### config.mk
export PLATFORM = sky130hd
export DESIGN_NAME = bmpt_mulmod
export DESIGN_NICKNAME = d
export VERILOG_FILES = /design/src/rtl/bmpt_pkg.sv /design/src/rtl/bmpt_mulmod.sv
export VERILOG_INCLUDE_DIRS = /design/src /design/src/rtl
export SDC_FILE = /design/constraint.sdc
export NUM_CORES = 2
export LEC_CHECK = 0
export BUFFER_PORTS_ARGS = -buffer_cell sky130_fd_sc_hd__buf_2
export CAP_MARGIN = 10
export CORE_MARGIN = 2
export CORE_UTILIZATION = 60
export DETAILED_ROUTE_END_ITERATION = 10
export PLACE_DENSITY = 0.77
export SLEW_MARGIN = 20
export SYNTH_ARGS = -nofsm -noshare
export SYNTH_HDL_FRONTEND = slang
export SYNTH_SLANG_ARGS = --single-unit
### constraint.sdc
create_clock -name clk -period 22.8 [get_ports clk]
set_input_delay 3.42 -clock clk [delete_from_list [all_inputs] [get_ports clk]]
set_output_delay 3.42 -clock clk [all_outputs]
set_load 0.1 [all_outputs]
### src/rtl/binomial_mod_prime_tables_macros.svh
// Assertion macros shared by the binomial coefficient table block.
`ifndef BINOMIAL_MOD_PRIME_TABLES_MACROS_SVH
`define BINOMIAL_MOD_PRIME_TABLES_MACROS_SVH

// Same-cycle implication, sampled on clk and switched off while rst is high.
`define BMPT_ASSERT_IMPLIES(lbl, ante, cons, msg) \
  lbl: assert property (@(posedge clk) disable iff (rst) (ante) |-> (cons)) \
    else $error(msg);

// Next-cycle implication, sampled on clk and switched off while rst is high.
`define BMPT_ASSERT_NEXT(lbl, ante, cons, msg) \
  lbl: assert property (@(posedge clk) disable iff (rst) (ante) |=> (cons)) \
    else $error(msg);

`endif

### src/rtl/bmpt_pkg.sv
// Types and constants of the binomial coefficient table block.
package bmpt_pkg;

  localparam int TableSize = 4096;
  localparam int IdxW      = $clog2(TableSize);
  localparam int ArgW      = 12;
  localparam int CoefW     = 30;

  localparam logic [CoefW-1:0] PrimeMod = CoefW'(1000000007);
  localparam logic [CoefW-1:0] InvExp   = PrimeMod - CoefW'(2);

  // Barrett reduction of a product below the square of the prime.
  localparam int MulW = 2 * CoefW;
  localparam int QW   = CoefW + 1;
  localparam int RemW = CoefW + 2;
  localparam logic [QW-1:0] BarrettMu = QW'((64'd1 << MulW) / 64'(PrimeMod));
  localparam logic [RemW-1:0] OnePrime   = RemW'(PrimeMod);
  localparam logic [RemW-1:0] TwoPrime   = {1'b0, PrimeMod, 1'b0};
  localparam logic [RemW-1:0] ThreePrime = TwoPrime + OnePrime;

  // Pipeline depth of the modular multiplier.
  localparam int MmLat = 5;

  typedef enum logic {
    OP_BUILD = 1'b0,
    OP_QUERY = 1'b1
  } op_t;

  typedef enum logic {
    ST_OK        = 1'b0,
    ST_NOT_READY = 1'b1
  } status_t;

  typedef enum logic [3:0] {
    S_IDLE,
    S_FACT_STEP,
    S_FACT_WAIT,
    S_POW_STEP,
    S_POW_WAIT,
    S_INV_STEP,
    S_INV_WAIT,
    S_QRY_READ,
    S_QRY_MUL1,
    S_QRY_WAIT1,
    S_QRY_WAIT2,
    S_RESULT
  } state_t;

endpackage

### src/rtl/bmpt_mulmod.sv
// Pipelined multiplier modulo the prime, using Barrett reduction.
`include "binomial_mod_prime_tables_macros.svh"

module bmpt_mulmod import bmpt_pkg::*; (
  input  logic             clk,
  input  logic             rst,
  input  logic             start,
  input  logic [CoefW-1:0] a,
  input  logic [CoefW-1:0] b,
  output logic             done,
  output logic [CoefW-1:0] result
);

  logic [MmLat-1:0]   v;
  logic [MulW-1:0]    prod;
  logic [2*QW-1:0]    q2;
  logic [QW-1:0]      q3;
  logic [RemW-1:0]    lo2;
  logic [QW+CoefW-1:0] qp_prod;
  logic [RemW-1:0]    qp_lo;
  logic [RemW-1:0]    lo3;
  logic [RemW-1:0]    rem;
  logic [RemW-1:0]    rem_red;
  logic [CoefW-1:0]   res;

  always_ff @(posedge clk) begin
    if (rst) begin
      v <= '0;
    end else begin
      v <= {v[MmLat-2:0], start};
    end
  end

  // The quotient estimate is at most two below the true quotient.
  always_comb begin
    q2      = (2*QW)'(prod[MulW-1 -: QW]) * (2*QW)'(BarrettMu);
    qp_prod = (QW+CoefW)'(q3) * (QW+CoefW)'(PrimeMod);
    if (rem >= TwoPrime) begin
      rem_red = rem - TwoPrime;
    end else if (rem >= OnePrime) begin
      rem_red = rem - OnePrime;
    end else begin
      rem_red = rem;
    end
  end

  always_ff @(posedge clk) begin
    prod  <= MulW'(a) * MulW'(b);
    q3    <= q2[2*QW-1 -: QW];
    lo2   <= prod[RemW-1:0];
    qp_lo <= qp_prod[RemW-1:0];
    lo3   <= lo2;
    rem   <= lo3 - qp_lo;
    res   <= rem_red[CoefW-1:0];
  end

  assign done   = v[MmLat-1];
  assign result = res;

  `BMPT_ASSERT_IMPLIES(a_mm_result_reduced, done, result < PrimeMod, "product not fully reduced")
  `BMPT_ASSERT_IMPLIES(a_mm_rem_bound, v[MmLat-2], rem < ThreePrime, "Barrett remainder out of range")
  `BMPT_ASSERT_IMPLIES(a_mm_latency, done, $past(start, MmLat), "result without a matching start")

endmodule

==> results.md <==
- Status: complete, no violations
- DR vias: 39657
- Mean Syn Cell Area: 9.675 sq um
- CTS H-tree depth: 1
- Final Hold Fails: 0
- Synth cell types: 81
- Die width: 312.9 um
- Layout cells sized above 1: 2.880%
- RSZ-0062 raised after global routing: false
- DP Wirelength: 116.1 mm
- Cell depth of the worst setup path: 25
- Ports: 94
- CTS max path bufs: 3
- CTS resizes: 0
- DR WL/cell: 19.87 um
- Kind of critical path: input pin to flip-flop
- # nets final: 7933
- Via-per-instance ratio: 5.557
- Slowest cell on the critical path: o41ai_1
- Final setup violation count: 0
- Port Buf Inserts: 93
- Final Cycle Share: 48.02%
- Initial antenna violation count: 4
- EDFF count, synth: 0
- Setup TNS Final: 0 ns
- Largest stage delay, worst path: 0.65 ns
- Number of max-slew violations in the final report: 0
- Cell count after synthesis: 5917
- Reg2reg start: prod[53]
- Clock Sinks: 254
- HP Start: prod[23]
- Final min period: 10.95 ns
- Die area: 97900 sq um
- Worst path required time: 23.29 ns
- Die H: 312.9 um
- Initial Util: 60.43%
- R2R depth: 20
- Final wirelength: 141.8 mm
- Ys async rst share: 0%
- Post CTS Setup Buffer Count: 0
- Clock skew: 0.01078 ns
- FMAX: 91.33 MHz
- Critical path peak fanout: 30
- Hold-fix buffers at CTS: 0
- CTS buffer count: 26
- Number of global-route vias before repair: 43226
- Clk slew on worst S/H paths: 0.06 ns
- Clock root cell: clkbuf_16
- Critical Path Source: a[15]
- CP Launch Type: input pin
- CTS tree: yes
- Initial drt markers: 2603
- WP buf/inv: 5
- Area delta synth->final: 3.947%
- FP Rows: 113
- DP Area: 58590 sq um
- GRT Util Overall: 30.01%
- Min-delay worst type: flip-flop to flip-flop
- Cell mode on critical path: fa_1
- Syn Nets: 8000
- Post-synthesis sequential area ratio: 8.882%
- FILL cells: 7705
- Area of the mapped netlist: 57250 sq um
- Relative slew margins: 34.91%
- Main flop type after synthesis: dfxtp_1
- Routability cong.: 0.9668
- Core ar.: 94730 sq um
- Hold path cells: 0
- Slew at the pin closest to its max-slew limit: 0.9764 ns
- First-pass GRT wire length: 230.7 mm
- CP Data Arrival Time: 11.44 ns
- Largest net degree at the start of global routing: 31
- FF+latch count, synth: 254
- Cell area after layout: 59510 sq um
- Critical Path Sink Type: flip-flop
- Max_cap viols: 0
- Crit path max-delay family: adder cells
- Remaining Overflow, GRT: 0
- Clk Latency, worst-skew pair: 0.55 ns
- Yosys Warn Count: 0
- Drt first pass iters: 8
- Post-route ant nets: 0
- Drt drc: 0
-- cell families (layout without fill, tap and decap cells) --
kind of cell	count (synthesis)	in the layout	share of synthesized area, %
buf+inv	1682	1633	11.09
compound gates	460	460	5.289
flops	254	254	8.882
fa+ha+maj	2020	2020	60.20
other cells	0	3	0
simple gates	1304	1304	11.52
xor+xnor	197	197	3.014
-- cells in the final DEF (no fill, tap or decap), types with 5 or more instances in the layout --
cell,instances
o21a_1,27
inv_1,1484
o21ai_1,15
fa_1,1224
o21ai_0,62
o211ai_1,10
buf_4,10
dfxtp_1,254
nor4_1,8
o31a_1,5
o31ai_1,7
and3_1,13
nor2b_1,24
a21o_1,66
o21bai_1,15
clkbuf_16,26
nand2_1,502
or3_1,10
nand2b_1,15
buf_2,93
a31oi_1,24
nor2_1,106
xor2_1,59
nand3_1,45
a21boi_0,6
and2_1,521
a211oi_1,18
a21oi_1,140
ha_1,796
nand4_1,17
a211o_1,8
nor3_1,24
xnor2_1,138
-- synthesized netlist by cell type, types with 24 or more instances --
cell type | n | area share, %
a21o_1 | 66 | 0.87
a21oi_1 | 140 | 1.2
a31oi_1 | 24 | 0.26
and2_1 | 521 | 5.7
clkbuf_1 | 189 | 1.2
dfxtp_1 | 254 | 8.9
fa_1 | 1224 | 43
ha_1 | 796 | 17
inv_1 | 1484 | 9.7
nand2_1 | 502 | 3.3
nand3_1 | 45 | 0.39
nor2_1 | 106 | 0.70
nor2b_1 | 24 | 0.26
nor3_1 | 24 | 0.21
o21a_1 | 27 | 0.35
o21ai_0 | 62 | 0.54
xnor2_1 | 138 | 2.1
xor2_1 | 59 | 0.90
-- state kept, by name, summed over array words and instances, names as in the netlist --
name and cells:
result 30, qp_lo 32, prod 60, lo2 32, q3 31, rem 32, v 5, lo3 32
-- final timing paths --
check | endpoint | slack, ns
setup / recovery | prod[57] | 11.85
hold / removal | lo2[23] | 0.32
setup reg to reg | q3[17] | 14.85
hold reg to reg | lo2[23] | 0.32
-- routing by layer --
metal | vias up | global-route usage (%) | part of all wire (%)
li1 | 17632 | - | -
met1 | 19942 | 39.59 | 40
met2 | 1684 | 49.15 | 47
met3 | 399 | 5.141 | 7.8
met4 | 0 | 12.85 | 5.2
met5 | - | 0 | 0
-- through the flow --
stage	hold slack (ns)	utilization, %	std cells	setup WS, ns
2_1_floorplan	0.3096	-	5917	12.69
3_5_place_dp	0.3121	61.85	7087	11.35
3_3_place_gp	0.3103	61.85	7087	11.46
5_1_grt	0.3279	62.81	7135	11.62
4_1_cts	0.3244	62.81	7133	11.93
6_report	0.3220	62.82	7136	11.85
-- worst register-to-register path, cell delays in order (launching register included) --
cell	delay [ns]
dfxtp_1	0.80
fa_1	0.63
fa_1	0.46
fa_1	0.53
fa_1	0.45
fa_1	0.51
inv_1	0.06
fa_1	0.53
inv_1	0.05
fa_1	0.44
ha_1	0.35
a211oi_2	0.28
o211ai_1	0.26
a2111oi_0	0.47
o2111ai_1	0.45
nand3_1	0.28
nand3_1	0.16
a221oi_2	0.63
o21ai_1	0.18
a21oi_1	0.22
xnor2_1	0.14
-- final cells by class --
| cell class | count | area (sq um) | share of cell area [%] |
|---|---|---|---|
| diodes | 3 | 7.507 | 0.01262 |
| clock buffers | 31 | 689.4 | 1.159 |
| clock inverters | 15 | 217.7 | 0.3659 |
| inverters | 1484 | 5570 | 9.361 |
| multi-input cells | 3981 | 45810 | 76.99 |
| flip-flops and latches | 254 | 5085 | 8.545 |
| well taps | 1265 | 1583 | 2.660 |
| repair buffers | 103 | 540.5 | 0.9083 |
Power is not shown: default switching activity piles up to over one toggle a cycle in this logic, so the estimate is an artifact.
